--- config.mk ---
export PLATFORM = sky130hd
export DESIGN_NAME = rsmm_mul_unit
export DESIGN_NICKNAME = d
export VERILOG_FILES = /design/src/design/rsmm_pkg.sv /design/src/design/rsmm_mul_unit.sv
export SDC_FILE = /design/constraint.sdc
export NUM_CORES = 2
export LEC_CHECK = 0
export ABC_AREA = 1
export CORE_MARGIN = 3
export CORE_UTILIZATION = 65
export CTS_BUF_LIST = sky130_fd_sc_hd__clkbuf_4 sky130_fd_sc_hd__clkbuf_8
export DETAILED_ROUTE_END_ITERATION = 6
export DONT_BUFFER_PORTS = 1
export GPL_TIMING_DRIVEN = 0
export PLACE_DENSITY_LB_ADDON = 0.3
export SETUP_SLACK_MARGIN = 0.15
export SLEW_MARGIN = 20
export SYNTH_ARGS = -nofsm -noshare
export SYNTH_HDL_FRONTEND = slang
export SYNTH_SLANG_ARGS = --single-unit
--- constraint.sdc ---
create_clock -name clk -period 14.8 [get_ports clk]
set_clock_uncertainty 0.15 [all_clocks]
set_input_delay 1.48 -clock clk [delete_from_list [all_inputs] [get_ports clk]]
set_output_delay 1.48 -clock clk [all_outputs]
set_load 0.01 [all_outputs]
--- src/design/rsmm_pkg.sv ---
// shared types and constants for the row-streamed matrix multiply core
package rsmm_pkg;

  // item kinds carried in the input tuser
  localparam logic KIND_LOAD_B = 1'b0;
  localparam logic KIND_ROW_A  = 1'b1;

  // stream widths
  localparam int IN_DATA_W  = 48;
  localparam int OUT_DATA_W = 80;
  localparam int SIZE_W     = 7;

  // internal exponent arithmetic
  localparam int EXP_W = 13;
  localparam logic signed [EXP_W-1:0] ZERO_EXP      = -13'sd2048;
  localparam logic signed [EXP_W-1:0] F32_BIAS_ADJ  = 13'sd150;
  localparam logic signed [EXP_W-1:0] F32_SUB_EXP   = -13'sd149;
  localparam logic signed [EXP_W-1:0] F64_BIAS      = 13'sd1023;
  localparam logic signed [EXP_W-1:0] F64_EXP_TOP   = 13'sd2047;

  localparam logic [63:0] CANON_NAN = 64'h7FF8_0000_0000_0000;

  // pipeline depths of the arithmetic units
  localparam int MUL_LAT    = 3;
  localparam int ADD_LAT    = 6;
  localparam int PIPE_DEPTH = 1 + MUL_LAT + ADD_LAT;

  // exact product, normalized with its leading one at bit 52
  typedef struct packed {
    logic                    nan;
    logic                    inf;
    logic                    zero;
    logic                    sign;
    logic signed [EXP_W-1:0] exp;
    logic [52:0]             mant;
  } prod_t;

endpackage

--- src/design/rsmm_mul_unit.sv ---
// pipelined binary32 x binary32 multiplier with an exact normalized result
module rsmm_mul_unit
  import rsmm_pkg::*;
(
  input  logic        clk,
  input  logic [31:0] a_bits,
  input  logic [31:0] b_bits,
  output prod_t       prod
);

  function automatic logic [5:0] lzc48(input logic [47:0] v);
    logic [5:0] n;
    n = 6'd47;
    for (int i = 0; i < 48; i++) begin
      if (v[i]) n = 6'(47 - i);
    end
    return n;
  endfunction

  logic [7:0]              a_ex, b_ex;
  logic [22:0]             a_fr, b_fr;
  logic [23:0]             a_m, b_m;
  logic signed [EXP_W-1:0] a_e, b_e;
  logic                    a_zero, b_zero, a_inf, b_inf, a_nan, b_nan;

  // unpack both operands
  assign a_ex   = a_bits[30:23];
  assign b_ex   = b_bits[30:23];
  assign a_fr   = a_bits[22:0];
  assign b_fr   = b_bits[22:0];
  assign a_m    = {a_ex != 8'd0, a_fr};
  assign b_m    = {b_ex != 8'd0, b_fr};
  assign a_e    = (a_ex == 8'd0) ? F32_SUB_EXP : signed'({5'b0, a_ex}) - F32_BIAS_ADJ;
  assign b_e    = (b_ex == 8'd0) ? F32_SUB_EXP : signed'({5'b0, b_ex}) - F32_BIAS_ADJ;
  assign a_zero = (a_ex == 8'd0) && (a_fr == 23'd0);
  assign b_zero = (b_ex == 8'd0) && (b_fr == 23'd0);
  assign a_inf  = (a_ex == 8'hFF) && (a_fr == 23'd0);
  assign b_inf  = (b_ex == 8'hFF) && (b_fr == 23'd0);
  assign a_nan  = (a_ex == 8'hFF) && (a_fr != 23'd0);
  assign b_nan  = (b_ex == 8'hFF) && (b_fr != 23'd0);

  logic [47:0]             s1_m, s2_m;
  logic signed [EXP_W-1:0] s1_e, s2_e;
  logic                    s1_sign, s1_zero, s1_inf, s1_nan;
  logic                    s2_sign, s2_zero, s2_inf, s2_nan;
  logic [5:0]              s2_lz;
  logic [47:0]             s2_norm;

  assign s2_norm = s2_m << s2_lz;

  // stage 1 multiply, stage 2 leading zero count, stage 3 normalize
  always_ff @(posedge clk) begin
    s1_m    <= a_m * b_m;
    s1_e    <= a_e + b_e;
    s1_sign <= a_bits[31] ^ b_bits[31];
    s1_zero <= a_zero | b_zero;
    s1_inf  <= a_inf | b_inf;
    s1_nan  <= a_nan | b_nan | (a_zero & b_inf) | (a_inf & b_zero);

    s2_m    <= s1_m;
    s2_e    <= s1_e;
    s2_lz   <= lzc48(s1_m);
    s2_sign <= s1_sign;
    s2_zero <= s1_zero;
    s2_inf  <= s1_inf;
    s2_nan  <= s1_nan;

    prod.nan  <= s2_nan;
    prod.inf  <= s2_inf;
    prod.zero <= s2_zero;
    prod.sign <= s2_sign;
    if (s2_zero) begin
      prod.exp  <= ZERO_EXP;
      prod.mant <= 53'd0;
    end else begin
      prod.exp  <= s2_e + 13'sd47 - signed'({7'b0, s2_lz});
      prod.mant <= {s2_norm, 5'b0};
    end
  end

endmodule

## After elaboration in Yosys (flattened, before gate mapping)

Index checks and enable logic that the tools add are counted.

- Add/subtract/negate cells: 5
- $mul: 1
- Divide/modulo/power cells: 0
- $lt $le $gt $ge: 0
- Equal/unequal tests: 2
- Shifts and indexed selects: 1
- Muxes and demuxes: 48
- Bitwise gates (word level): 8
- Reductions and logical operators: 19

Operator list:

| operator | count |
|---|---|
| $mux 6 | 14 |
| $mux 5 | 16 |
| $mul 24x24->48 | 1 |
| $shl 48x6->48 | 1 |
| $logic_not 23->1 | 2 |
| $reduce_bool 23->1 | 2 |
| $mux 4 | 8 |
| $reduce_or 32->1 | 1 |
| $mux 13 | 2 |
| $sub 8x8->9 const B | 2 |
| $eq 8x8->1 const B | 2 |
| $logic_not 8->1 | 2 |
| $reduce_bool 8->1 | 2 |
| $reduce_or 16->1 | 1 |
| $add 13x13->13 | 1 |
| $add 13x7->13 const B | 1 |
| $sub 13x7->13 | 1 |
| $mux 3 | 4 |
| $reduce_or 8->1 | 1 |
| $logic_and 1x1->1 | 6 |
| $or 1x1->1 | 5 |
| $mux 2 | 2 |
| $reduce_or 4->1 | 1 |
| $and 1x1->1 | 2 |
| other kinds (3) | 4 |

- Register bits after elaboration: 206
- Bits in latches: 0
- Bits in writable memories: 0
- Memory bits (read-only): 0
- Output and inout port bits: 70
- Memories: 0

## Depth between registers and ports, before layout

- Word-level depth: 46
- Gate-level depth with buffers: 46
- Depth with buffers taken out: 46

## Worst setup path after synthesis

No wires, ideal clock.

- Path kind: input -> register
- From: input b_bits[3]
- To: register s1_m[47]
- Library setup time: 0.072 ns
- Arrival time: 7.870 ns
- Required time: 14.578 ns
- Path slack: 6.708 ns
- Stages on the path: 29
- Path buffers: 2
- Cell sequence: clkbuf_1 > clkbuf_1 > nand2_1 > fa_1 > inv_1 > fa_1 > fa_1 > fa_1 > fa_1 > inv_1 > fa_1 > inv_1 > fa_1 > ha_1 > nand2_1 > nor3_1 > a21oi_2 > nor2_1 > inv_2 > a31oi_4 > a21oi_2 > o21ai_2 > nand4_1 > o211ai_2 > a21boi_1 > o31ai_2 > nand3_1 > a21oi_1 > xor2_1

- Word-level cells in the longest chain between the ends: 1

RTL lines:

| item | line | text |
|---|---|---|
| start, declared | rsmm_mul_unit.sv:7 | `input logic [31:0] b_bits,` |
| $mul 24x24->48 | rsmm_mul_unit.sv:53 | `s1_m <= a_m * b_m;` |
| end signal, assigned | rsmm_mul_unit.sv:53 |  |
| end, declared | rsmm_mul_unit.sv:42 | `logic [47:0] s1_m, s2_m;` |

No other way between the ends.
A chain may end at the register's enable or synchronous reset.

## Worst setup path after layout

- From: input a_bits[12]
- To: register s1_m[47]

- Word-level cells in the longest chain between the ends: 1

RTL lines:

| item | line | text |
|---|---|---|
| start, declared | rsmm_mul_unit.sv:6 | `input logic [31:0] a_bits,` |
| $mul 24x24->48 | rsmm_mul_unit.sv:53 |  |

No other way between the ends.

==> impl_metrics.py <==
metrics = {
    "floorplanning": {
        "rows": 74,
        "die_area_mm2": 0.0447,
        "ios": 135,
        "die_h_um": 211,
        "die_w_um": 211,
        "coreArea_mm2": 0.0413,
        "initial_core_util": 0.664,
    },
    "cts": {
        "h-tree-depth": 1,
        "holdBufCountCts": 0,
        "cts.path.max_buffers": 3,
        "post-cts-setup-buffers": 0,
        "cts_tree": "built",
        "clock_sinks": 201,
        "cts_resized": 0,
        "cts-buffers-inserted": 30,
        "clk_latency_ns": 0.56,
        "cts.clk_slew.worst_paths_ns": 0.06,
        "clk_root_buffer_cell": "clkbuf_8",
    },
    "global_routing": {
        "grt_pass1_vias": 23400,
        "grt_first_pass_wirelength_mm": 129,
        "grt_antenna_before_repair": 1,
        "grt_usage": 0.376,
        "grt_max_degree": 16,
        "grt_overflow": 0,
    },
    "sta": {
        "hold_violations": 0,
        "relSlewSlack": 0.316,
        "max_freq_mhz": 110,
        "rsz0062_at_grt": "false",
        "fin_crit_ns": 9.10,
        "timing.setup.tns_ns": 0,
        "worstMarginPinSlew_ns": 1.03,
        "slew_viol_final": 0,
        "setup_viol": 0,
        "timing.final.crit_share": 0.615,
    },
    "final_layout": {
        "final_nets": 4314,
        "drive_gt1_frac": 0.0321,
        "syn_to_final_growth_pct": 4.97,
        "utilization": 0.697,
        "stdcell_count": 4115,
        "num_antenna_cells": 0,
        "final_cell_area_mm2": 0.0288,
    },
    "worst_setup_path": {
        "slowest_delay_ns": 0.68,
        "critical_path_buf_inv_count": 7,
        "slowest_stage": "clkbuf_1",
        "start_kind": "input port",
        "crit_fanout": 10,
        "worstSetupStartpoint": "a_bits[12]",
        "cp.arrival_ns": 9.43,
        "rr_startpoint": "s2_lz[0]",
        "cp-end-kind": "flop",
        "cp_common_cell": "fa_1",
        "cp_top_family": "adder cells",
        "crit_type": "in -> reg",
        "cp_data_required_time_ns": 15.12,
    },
    "drt": {
        "drc": 0,
        "drt_wl_total_mm": 81.8,
        "dr_total_vias": 23100,
        "dr.pass1.iters": 6,
        "post_drt_wl_per_cell_um": 19.9,
        "routed_via_density": 5.61,
        "ant_nets": 0,
        "drt_iter0_drc": 2248,
    },
    "placement": {
        "port-buffer-count": 0,
        "dp_hpwl_mm": 66.6,
        "dp.cells": 4063,
        "finalWeightedCongestion": 1.03,
        "placed_area_mm2": 0.0281,
    },
    "synth": {
        "avgSynthCellArea_um2": 7.78,
        "synth.distinct_cells": 50,
        "yosys_warnings": 0,
        "synthFlopType": "dfxtp_1",
        "ys_seq_area_frac": 0.147,
        "synth_area_mm2": 0.0274,
        "synthCells": 3527,
        "ys_ff_latch": 201,
        "async_flop_share": 0,
        "synth-edff-count": 0,
    },
    "worst_hold_path": {
        "hold_path.class": "reg -> reg",
        "min-delay-start": "s1_e[11]",
    },
    "outcome": {
        "status": "completed",
    },
    "run": {
        "maxCapViolations": 0,
    },
}
-- logic make-up after synthesis --
| logic type | after synthesis | synth area share |
|---|---|---|
| AND/OR/NAND/NOR | 1201 | 0.174 |
| buffers and inverters | 1057 | 0.145 |
| adder cells (fa/ha/maj) | 686 | 0.445 |
| AO/OA/AOI/OAI | 302 | 0.0626 |
| flip-flops | 201 | 0.147 |
| XOR/XNOR | 58 | 0.0185 |
| multiplexers | 21 | 0.00771 |
| other | 1 | 0.000137 |
-- final timing paths --
| path | depth (start not counted) | endpoint | slack (ns) |
|---|---|---|---|
| min reg2reg | 0 | s2_e[11] | 0.18 |
| max reg2reg | 23 | prod[64] | 10.70 |
| min | 0 | s2_e[11] | 0.18 |
| max | 29 | s1_m[47] | 5.70 |
-- worst register-to-register path, delay by kind of cell (launching register included) --
| kind | cells | cell delay, ns |
|---|---|---|
| adder cells (fa/ha/maj) | 3 | 0.95 |
| AND/OR/NAND/NOR | 10 | 0.77 |
| buffers and inverters | 7 | 1.30 |
| flip-flops | 1 | 0.34 |
| AO/OA/AOI/OAI | 3 | 0.49 |
-- per-layer routing --
layer	part of all wire	vias to the layer above	global-route usage
met5	0.00016	-	0
met4	0.070	2	0.192
met3	0.11	346	0.0777
met2	0.45	1359	0.599
met1	0.37	11000	0.492
li1	-	10400	-
-- final cells by class --
cell class,count,area (µm²)
multi-input combinational,2273,19400
fill,3464,12500
sequential,201,4020
inverter,868,3260
buffer,189,728
tap,532,666
clock buffer,46,571
clock inverter,6,111
-- stage by stage --
stage                     hold slack (ns)  worst slack (ns)
after floorplan                     0.160              6.71
after global placement              0.159              5.37
after detailed placement            0.162              5.33
after CTS                           0.176              5.90
after global routing                0.179              5.43
final                               0.176              5.70
-- cells in the mapped netlist (all sizes together) (3+ instances only) --
master / instances / share of area
clkbuf: 171 / 0.023
a21oi: 107 / 0.021
o211ai: 10 / 0.0029
buf: 18 / 0.0031
o31ai: 4 / 0.0015
fa: 484 / 0.35
dfxtp: 201 / 0.15
nand3: 83 / 0.016
a211oi: 8 / 0.0022
xnor2: 17 / 0.0054
ha: 202 / 0.092
nand4: 7 / 0.0016
a31oi: 16 / 0.0044
o21bai: 3 / 0.00082
nand2: 937 / 0.13
o22ai: 3 / 0.00068
nor2: 143 / 0.020
inv: 864 / 0.12
clkinv: 4 / 0.00055
o21ai: 144 / 0.027
xor2: 41 / 0.013
nor4: 14 / 0.0032
or2: 6 / 0.0014
nor3: 7 / 0.0013
mux2i: 20 / 0.0073
-- cells in the final DEF (no fill, tap or decap), types with 13 or more instances in the layout --
| cell type | count |
|---|---|
| fa_1 | 484 |
| inv_2 | 13 |
| dfxtp_1 | 201 |
| xnor2_1 | 17 |
| ha_1 | 202 |
| a31oi_1 | 14 |
| o21ai_0 | 138 |
| clkbuf_8 | 36 |
| buf_1 | 13 |
| mux2i_1 | 20 |
| nor4_1 | 14 |
| clkbuf_1 | 171 |
| xor2_1 | 41 |
| nand3_1 | 80 |
| nor2_1 | 140 |
| inv_1 | 851 |
| nand2_1 | 924 |
| a21oi_1 | 98 |
-- flip-flops by register name (all words and copies together) (netlist names), 6 cells and up --
name   flops
s1_e      13
s2_m      48
s2_e      13
s2_lz      6
prod      65
s1_m      48
Power is not shown: default switching activity piles up to over one toggle a cycle in this logic, so the estimate is an artifact.
