## config.mk

```make
export PLATFORM = sky130hd
export DESIGN_NAME = rsmm_add_unit
export DESIGN_NICKNAME = d
export VERILOG_FILES = /design/src/design/rsmm_pkg.sv /design/src/design/rsmm_add_unit.sv
export SDC_FILE = /design/constraint.sdc
export NUM_CORES = 2
export LEC_CHECK = 0
export ABC_AREA = 1
export BUFFER_PORTS_ARGS = -buffer_cell sky130_fd_sc_hd__buf_2
export CAP_MARGIN = 20
export CORE_MARGIN = 3
export CORE_UTILIZATION = 56
export DETAILED_ROUTE_END_ITERATION = 6
export GPL_TIMING_DRIVEN = 0
export MAX_ROUTING_LAYER = met4
export PLACE_DENSITY = 0.77
export SLEW_MARGIN = 20
export SYNTH_ARGS = -nofsm -noshare
export SYNTH_HDL_FRONTEND = slang
export SYNTH_SLANG_ARGS = --single-unit
```

## constraint.sdc

```tcl
create_clock -name clk -period 4.7 [get_ports clk]
set_input_delay 0.47 -clock clk [delete_from_list [all_inputs] [get_ports clk]]
set_output_delay 0.47 -clock clk [all_outputs]
set_load 0.02 [all_outputs]
```

## src/design/rsmm_pkg.sv

```systemverilog
// shared types and constants for the row-streamed matrix multiply core
package rsmm_pkg;

  // item kinds carried in the input tuser
  localparam logic KIND_LOAD_B = 1'b0;
  localparam logic KIND_ROW_A  = 1'b1;

  // stream widths
  localparam int IN_DATA_W  = 48;
  localparam int OUT_DATA_W = 80;
  localparam int SIZE_W     = 7;

  // internal exponent arithmetic
  localparam int EXP_W = 13;
  localparam logic signed [EXP_W-1:0] ZERO_EXP      = -13'sd2048;
  localparam logic signed [EXP_W-1:0] F32_BIAS_ADJ  = 13'sd150;
  localparam logic signed [EXP_W-1:0] F32_SUB_EXP   = -13'sd149;
  localparam logic signed [EXP_W-1:0] F64_BIAS      = 13'sd1023;
  localparam logic signed [EXP_W-1:0] F64_EXP_TOP   = 13'sd2047;

  localparam logic [63:0] CANON_NAN = 64'h7FF8_0000_0000_0000;

  // pipeline depths of the arithmetic units
  localparam int MUL_LAT    = 3;
  localparam int ADD_LAT    = 6;
  localparam int PIPE_DEPTH = 1 + MUL_LAT + ADD_LAT;

  // exact product, normalized with its leading one at bit 52
  typedef struct packed {
    logic                    nan;
    logic                    inf;
    logic                    zero;
    logic                    sign;
    logic signed [EXP_W-1:0] exp;
    logic [52:0]             mant;
  } prod_t;

endpackage

```

## src/design/rsmm_add_unit.sv

```systemverilog
// pipelined binary64 adder, round to nearest even, for accumulator updates
module rsmm_add_unit
  import rsmm_pkg::*;
(
  input  logic        clk,
  input  prod_t       prod,
  input  logic [63:0] acc_bits,
  output logic [63:0] sum_bits
);

  function automatic logic [5:0] lzc57(input logic [56:0] v);
    logic [5:0] n;
    n = 6'd56;
    for (int i = 0; i < 57; i++) begin
      if (v[i]) n = 6'(56 - i);
    end
    return n;
  endfunction

  // accumulator operand unpack
  logic [10:0]             c_ex;
  logic [51:0]             c_fr;
  logic                    c_zero, c_inf, c_nan;
  logic signed [EXP_W-1:0] c_e;
  logic [52:0]             c_m;

  assign c_ex   = acc_bits[62:52];
  assign c_fr   = acc_bits[51:0];
  assign c_zero = (c_ex == 11'd0);
  assign c_inf  = (c_ex == 11'h7FF) && (c_fr == 52'd0);
  assign c_nan  = (c_ex == 11'h7FF) && (c_fr != 52'd0);
  assign c_e    = c_zero ? ZERO_EXP : signed'({2'b0, c_ex}) - F64_BIAS;
  assign c_m    = c_zero ? 53'd0 : {1'b1, c_fr};

  // operand order and special results
  logic                    p_big;
  logic signed [EXP_W-1:0] d_full;
  logic                    r_nan, r_inf, r_zero;
  logic [63:0]             r_bits;

  assign p_big  = (prod.exp > c_e) || ((prod.exp == c_e) && (prod.mant >= c_m));
  assign d_full = p_big ? (prod.exp - c_e) : (c_e - prod.exp);
  assign r_nan  = prod.nan | c_nan | (prod.inf & c_inf & (prod.sign != acc_bits[63]));
  assign r_inf  = prod.inf | c_inf;
  assign r_zero = prod.zero & c_zero;

  always_comb begin
    if (r_nan) begin
      r_bits = CANON_NAN;
    end else if (r_inf) begin
      r_bits = {(c_inf ? acc_bits[63] : prod.sign), 11'h7FF, 52'd0};
    end else begin
      r_bits = {prod.sign & acc_bits[63], 63'd0};
    end
  end

  logic                    s4_sb, s4_sub, s4_spec;
  logic signed [EXP_W-1:0] s4_eb;
  logic [52:0]             s4_mb, s4_ms;
  logic [5:0]              s4_d;
  logic [63:0]             s4_spec_bits;

  // align the smaller operand with a sticky bit
  logic [56:0] al_src, al_shr, al_mask;
  logic        al_stk;

  assign al_src  = {1'b0, s4_ms, 3'b0};
  assign al_shr  = al_src >> s4_d;
  assign al_mask = (57'd1 << s4_d) - 57'd1;
  assign al_stk  = |(al_src & al_mask);

  logic                    s5_sb, s5_sub, s5_spec;
  logic signed [EXP_W-1:0] s5_eb;
  logic [56:0]             s5_b, s5_s;
  logic [63:0]             s5_spec_bits;

  logic                    s6_sb, s6_spec;
  logic signed [EXP_W-1:0] s6_eb;
  logic [56:0]             s6_sum;
  logic [63:0]             s6_spec_bits;

  logic                    s7_sb, s7_spec, s7_zero;
  logic signed [EXP_W-1:0] s7_eb;
  logic [56:0]             s7_sum;
  logic [5:0]              s7_lz;
  logic [63:0]             s7_spec_bits;

  // normalize and pick the rounding increment
  logic [56:0] nm;
  assign nm = s7_sum << s7_lz;

  logic                    s8_sb, s8_spec, s8_zero, s8_inc;
  logic signed [EXP_W-1:0] s8_e;
  logic [52:0]             s8_m;
  logic [63:0]             s8_spec_bits;

  // round and pack
  logic [53:0]             rd_m;
  logic signed [EXP_W-1:0] rd_e, rd_biased;
  logic [51:0]             rd_frac;

  assign rd_m      = {1'b0, s8_m} + 54'(s8_inc);
  assign rd_e      = rd_m[53] ? (s8_e + 13'sd1) : s8_e;
  assign rd_frac   = rd_m[53] ? 52'd0 : rd_m[51:0];
  assign rd_biased = rd_e + F64_BIAS;

  always_ff @(posedge clk) begin
    // stage 4 swap
    s4_sb        <= p_big ? prod.sign : acc_bits[63];
    s4_sub       <= prod.sign ^ acc_bits[63];
    s4_eb        <= p_big ? prod.exp : c_e;
    s4_mb        <= p_big ? prod.mant : c_m;
    s4_ms        <= p_big ? c_m : prod.mant;
    s4_d         <= (d_full > 13'sd63) ? 6'd63 : d_full[5:0];
    s4_spec      <= r_nan | r_inf | r_zero;
    s4_spec_bits <= r_bits;

    // stage 5 align
    s5_sb        <= s4_sb;
    s5_sub       <= s4_sub;
    s5_eb        <= s4_eb;
    s5_b         <= {1'b0, s4_mb, 3'b0};
    s5_s         <= al_shr | {56'd0, al_stk};
    s5_spec      <= s4_spec;
    s5_spec_bits <= s4_spec_bits;

    // stage 6 add or subtract magnitudes
    s6_sb        <= s5_sb;
    s6_eb        <= s5_eb;
    s6_sum       <= s5_sub ? (s5_b - s5_s) : (s5_b + s5_s);
    s6_spec      <= s5_spec;
    s6_spec_bits <= s5_spec_bits;

    // stage 7 leading zero count
    s7_sb        <= s6_sb;
    s7_eb        <= s6_eb;
    s7_sum       <= s6_sum;
    s7_lz        <= lzc57(s6_sum);
    s7_zero      <= (s6_sum == 57'd0);
    s7_spec      <= s6_spec;
    s7_spec_bits <= s6_spec_bits;

    // stage 8 normalize
    s8_sb        <= s7_sb;
    s8_e         <= s7_eb + 13'sd1 - signed'({7'b0, s7_lz});
    s8_m         <= nm[56:4];
    s8_inc       <= nm[3] & ((|nm[2:0]) | nm[4]);
    s8_zero      <= s7_zero;
    s8_spec      <= s7_spec;
    s8_spec_bits <= s7_spec_bits;

    // stage 9 round and pack
    if (s8_spec) begin
      sum_bits <= s8_spec_bits;
    end else if (s8_zero) begin
      sum_bits <= 64'd0;
    end else if (rd_biased >= F64_EXP_TOP) begin
      sum_bits <= {s8_sb, 11'h7FF, 52'd0};
    end else begin
      sum_bits <= {s8_sb, rd_biased[10:0], rd_frac};
    end
  end

endmodule

```

======== After elaboration in Yosys (flattened, before gate mapping) ========
Cells that the tools add are included.
word-level totals
  logic and storage cells ................. 160
  register bits ........................... 859
  output and inout bits ................... 64
  input bits .............................. 135
cells by class
  $lt $le $gt $ge ......................... 4
  reductions and logical operators ........ 15
  eq/ne operators ......................... 3
  bitwise logic cells ..................... 14
  shift-type cells ........................ 3
  mux-type cells .......................... 70
  add/sub/neg operators ................... 11
operators with widths
  cell                                                 number
  two-way mux 64 bit                                   3
  two-way mux 53 bit                                   3
  two-way mux 6 bit                                    23
  two-way mux 5 bit                                    16
  two-way mux 63 bit                                   1
  adder 56 x 57 -> 57 bit                              1
  AND 56 x 57 -> 57 bit                                1
  logical NOT 57 bit                                   1
  two-way mux 57 bit                                   1
  OR 57 x 1 -> 57 bit                                  1
  OR reduction 57 bit                                  1
  left shift 1 x 6 -> 57 bit (first input constant)    1
  left shift 57 x 6 -> 57 bit                          1
  >> shifter 56 x 6 -> 57 bit                          1
  subtractor 56 x 57 -> 57 bit                         1
  subtractor 57 x 1 -> 57 bit (second input constant)  1
  adder 53 x 1 -> 54 bit                               1
  >= comparator 53 bit                                 1
  logical NOT 52 bit                                   1
  two-way mux 13 bit                                   4
  two-way mux 52 bit                                   1
  nonzero test 52 bit                                  1
  two-way mux 4 bit                                    9
  OR reduction 32 bit                                  1
  other kinds (25)                                     44

======== Depth between registers and ports, before layout ========
  depth in word-level cells ............... 55
  depth in mapped cells ................... 55
  mapped depth without buffers ............ 55

======== Worst setup path before layout ========
Ideal clock, no wire load.
  path kind ............................... flip-flop to flip-flop
  start ................................... register s8_inc
  end ..................................... register sum_bits[18]
  cell stages (with the launch flop) ...... 39
  data required time ...................... 4570 ps
  path slack .............................. -34 ps
  arrival time ............................ 4604 ps
  library setup time ...................... 130 ps
  clock period less this slack ............ 4734 ps
  buffers on the path ..................... 1
  path through ............................ dfxtp_1 > ha_1 > nand3_2 > nor2_2 > nand2_2 > nor2_4 > nand3_2 > nor3_2 > nand2_2 > nor2_4 > nand3_2 > nor2_4 > nand4_2 > nor2_4 > nand2_2 > nor2_2 > nand3_2 > nor3_4 > [... 3 more ...] > nor2_4 > nand3_2 > nor2_1 > nor2_1 > clkinv_4 > ha_1 > nand2_1 > nor2_1 > nand3_1 > xor2_1 > nand2_1 > nor3_1 > nand3_1 > nand2_1 > nand2_1 > nand4_4 > buf_4 > nor3_2
on the way
  longest elaborated chain between the ends .. 7
  elaborated cells on any way between the ends .. 8
  classes of those cells .................. add/sub (2); order compare (1); mux (5)
ends and longest elaborated chain
  what                            RTL line              source
  start, declared                 rsmm_add_unit.sv:92   logic s8_sb, s8_spec, s8_zero, s8_inc;
  start signal, assigned          rsmm_add_unit.sv:147  s8_inc <= nm[3] & ((|nm[2:0]) | nm[4]);
  adder 53 x 1 -> 54 bit *        rsmm_add_unit.sv:102  assign rd_m = {1'b0, s8_m} + 54'(s8_inc);
  two-way mux 13 bit              rsmm_add_unit.sv:103  assign rd_e = rd_m[53] ? (s8_e + 13'sd1) : s8_e;
  adder 13 x 11 -> 13 bit         rsmm_add_unit.sv:105  assign rd_biased = rd_e + F64_BIAS;
  >= comparator 13 x 12 -> 1 bit  rsmm_add_unit.sv:157  end else if (rd_biased >= F64_EXP_TOP) begin
  two-way mux 63 bit *            rsmm_add_unit.sv:157
  two-way mux 64 bit *            rsmm_add_unit.sv:155  end else if (s8_zero) begin
  two-way mux 64 bit *            rsmm_add_unit.sv:153  if (s8_spec) begin
  end signal, assigned            rsmm_add_unit.sv:154  sum_bits <= s8_spec_bits;
  end signal, assigned            rsmm_add_unit.sv:158  sum_bits <= {s8_sb, 11'h7FF, 52'd0};
  end signal, assigned            rsmm_add_unit.sv:160  sum_bits <= {s8_sb, rd_biased[10:0], rd_frac};
  end, declared                   rsmm_add_unit.sv:8    output logic [63:0] sum_bits
Mark *: on every way between the ends. The rest lies on a longest branch, timed or not.
A chain may end at the register's enable or synchronous reset.

======== Worst setup path in the final report ========
  start ................................... register s8_inc
  end ..................................... register sum_bits[41]
Same word-level chain as after synthesis.

==> impl_metrics.yaml <==
outcome:
  outcome: "complete, but fails checks"
  violations: "setup timing"
setup_path:
  worstSetupStartpointType: "flop"
  crit_fanout: 7
  crit_start: "s8_inc"
  crit_type: "reg2reg"
  r2r-start: "s8_inc"
  cpMostUsedCell: "nor2_4"
  end_kind: "flop"
  r2r-end: "sum_bits[41]"
  path_buf_inv: 4
  reg2reg_depth: 39
  reg2reg_slack_ns: -0.48
  required_ns: 5.19
  path_depth: 39
  path_delay_family: "simple AND/OR/NAND/NOR gates"
  setup.worst_path.end: "sum_bits[41]"
  crit_path_max_incr_delay_ns: 0.34
  cpMaxStageDelayCell: "dfxtp_2"
  critPathArrivalTime_ns: 5.67
sta:
  slew_headroom_pct: 37.0
  setup_slack_ns: -0.475
  setup-violations-final: 63
  final_hold_viol_count: 0
  clock_skew_ns: 0.0158
  rsz0062_at_grt: "true"
  post-route-min-period_ns: 5.18
  fin_crit_sh_pct: 110
  worst_pin_slew_ns: 0.937
  drv_slew: 0
  fmax_mhz: 193
clock_tree:
  root_buffer: "clkbuf_16"
  numCtsBuffers: 55
  cts_tree: "built"
  cts_buffer_depth: 3
  clk_pin_slew_ns: 0.07
  cts_sinks: 553
  cts_max_level: 2
  clock_latency_ns: 0.61
grt:
  grt_pass1_wl_mm: 163
  grt_max_degree: 16
  grt-ovfl-total: 0
  grt_pass1_vias: 29700
  grt_use_total_pct: 36.0
  antenna_found_initial: 11
final_layout:
  stdcell_count: 5627
  fin_nets: 5179
  post-route-util_pct: 66.8
  drive_above_1_share_pct: 12.7
  syn_to_final_growth_pct: 17.3
  fin_area_um2: 37000
drt:
  drt_iter0_drc: 2789
  via_count: 32000
  wl_per_cell_um: 19.6
  viasPerCell: 5.69
  drt-total-wl_mm: 110
  drc: 0
  drtAntennaViolNets: 0
  first_pass_iters: 6
yosys:
  ys_types: 66
  synth_edf_count: 0
  yosysMostFrequentCell: "nand2_1"
  ys_ff_latch: 553
  synth-compound-area-share_pct: 17.2
  synth_adder_area_share_pct: 8.58
  synth.top_cell.area_share_pct: 35.1
  yosys.area_share.simple_pct: 24.2
  syn_area_per_cell_um2: 7.00
  synth.largest_area_cell: "dfxtp_1"
  synth_ff_type: "dfxtp_1"
  ys_top_cells_by_area: "dfxtp_1, nand2_1, o21ai_0, ha_1, inv_1"
  synthTopCellsByCount: "nand2_1, inv_1, dfxtp_1"
  synthMuxAreaShare_pct: 2.19
  async_flop_share_pct: 0
  synth_cells: 4505
  yosys_warnings: 0
  seq_area_frac_synth_pct: 35.1
  synth_top_family_by_area: "simple AND/OR/NAND/NOR gates"
  syn_area_um2: 31600
  syn_nets: 4854
  synth_xor_area_share_pct: 3.00
flow_run:
  maxCapViolCount: 0
placement:
  dp.final_hpwl_mm: 86.1
  pre_cts_ws_ns: -2.60
  dp.cells: 5451
  io_buffer_count: 198
  place_congestion: 1.03
  place_area_um2: 33500
die:
  die_h_um: 243
  start_util_pct: 56.9
  die_w_um: 243
  die_area_um2: 59200
  std_cell_rows: 86
  coreArea_um2: 55400
  io_pins: 199
pwr:
  pwr_density_cell_nw_per_um2: 642
  power.total_mw: 23.8
  ir_worst_vdd_mv: 0.428
  leakage_nw: 17.9
worst_hold_path:
  hp-class: "in2reg"
area by class of cell:
cell class / instances / area [um2]
antenna: 6 / 15.0
buffer: 199 / 882
clock buffer: 77 / 1590
clock inverter: 23 / 349
fill: 4770 / 18400
inverter: 601 / 2260
multi-input combinational: 3149 / 18200
sequential: 553 / 11100
tap: 748 / 936
timing repair buffer: 271 / 1670
report_power, final:
group | switching [mW] | leakage [nW] | total (mW) | internal [mW]
logic | 8.15 | 12.3 | 11.9 | 3.73
clock network | 1.88 | 0.942 | 4.64 | 2.76
registers | 1.10 | 4.63 | 7.25 | 6.14
how the worst min path moves through the flow:
| stage | from | endpoint | depth (start not counted) |
|---|---|---|---|
| floorplan | s4_mb[7] | s5_b[10] | 0 |
| global placement | s4_eb[12] | s5_eb[12] | 0 |
| detailed placement | s4_mb[11] | s5_b[14] | 0 |
| CTS | prod[69] | s4_spec_bits[62] | 3 |
| global route | prod[69] | s4_spec_bits[62] | 3 |
| finish | prod[67] | s4_spec | 3 |
cells in the final DEF, fill, tap and decap left out, drive strengths merged, types with 20 or more instances in the layout:
| master | Yosys | final |
|---|---|---|
| o22ai | 20 | 20 |
| xnor2 | 22 | 22 |
| nor4 | 29 | 29 |
| buf | 32 | 303 |
| nor2 | 388 | 388 |
| nand2 | 1010 | 1010 |
| a31oi | 35 | 35 |
| dfxtp | 553 | 553 |
| inv | 593 | 597 |
| xor2 | 86 | 86 |
| o221ai | 27 | 27 |
| a21oi | 245 | 245 |
| clkbuf | 170 | 244 |
| o21ai | 544 | 544 |
| mux2i | 69 | 69 |
| nand4 | 56 | 56 |
| nor3 | 67 | 67 |
| ha | 210 | 210 |
| or2 | 23 | 23 |
| a21boi | 21 | 21 |
| nand3 | 178 | 178 |
stage by stage:
step | hold WS [ns] | TNS (ns)
global placement | 0.310 | -307.55
floorplan | 0.310 | 0
global route | 0.0612 | -45.34
finish | 0.0722 | -26.36
CTS | 0.0470 | -20.33
detailed placement | 0.312 | -323.45
per-layer routing:
layer / wire [um] / up-vias / part of all wire, % / global-route usage [%]
met5: 0 / - / 0 / -
met1: 45100 / 14800 / 41 / 44.4
met3: 7420 / 405 / 6.7 / 3.84
met2: 51100 / 1445 / 46 / 59.2
li1: - / 15400 / - / -
met4: 6760 / 0 / 6.1 / 17.2
cells by family (layout without fill, tap and decap cells):
family,Yosys count,after routing
flip-flops,553,553
multiplexers,69,69
XOR/XNOR,108,108
AND/OR/NAND/NOR,1773,1773
adder cells (fa/ha/maj),214,214
buffers and inverters,803,1171
other,0,6
AO/OA/AOI/OAI,985,985
repair_timing:
item / in CTS / in global routing
buffers inserted: 32 / 36
hold buffers: 0 / 0
endpoints found under the setup margin: 210 / 211
pin swaps: 32 / 75
gates cloned: 4 / 2
gates resized for setup: 138 / 179
tightest hold or removal path, cell delays in order:
cell and delay (ns):
buf_2 0.08, nand2_1 0.04, nand3_1 0.06
state kept, by name, summed over array words and instances, names as in the netlist, 6 cells and up:
signal,count
s4_d,6
s4_eb,13
s4_mb,53
s4_ms,53
s5_b,53
s5_eb,13
s5_s,56
s6_eb,13
s6_sum,57
s7_eb,13
s7_lz,6
s7_sum,57
s8_e,13
s8_m,53
sum_bits,64
Power figures use the tool's default switching activity.
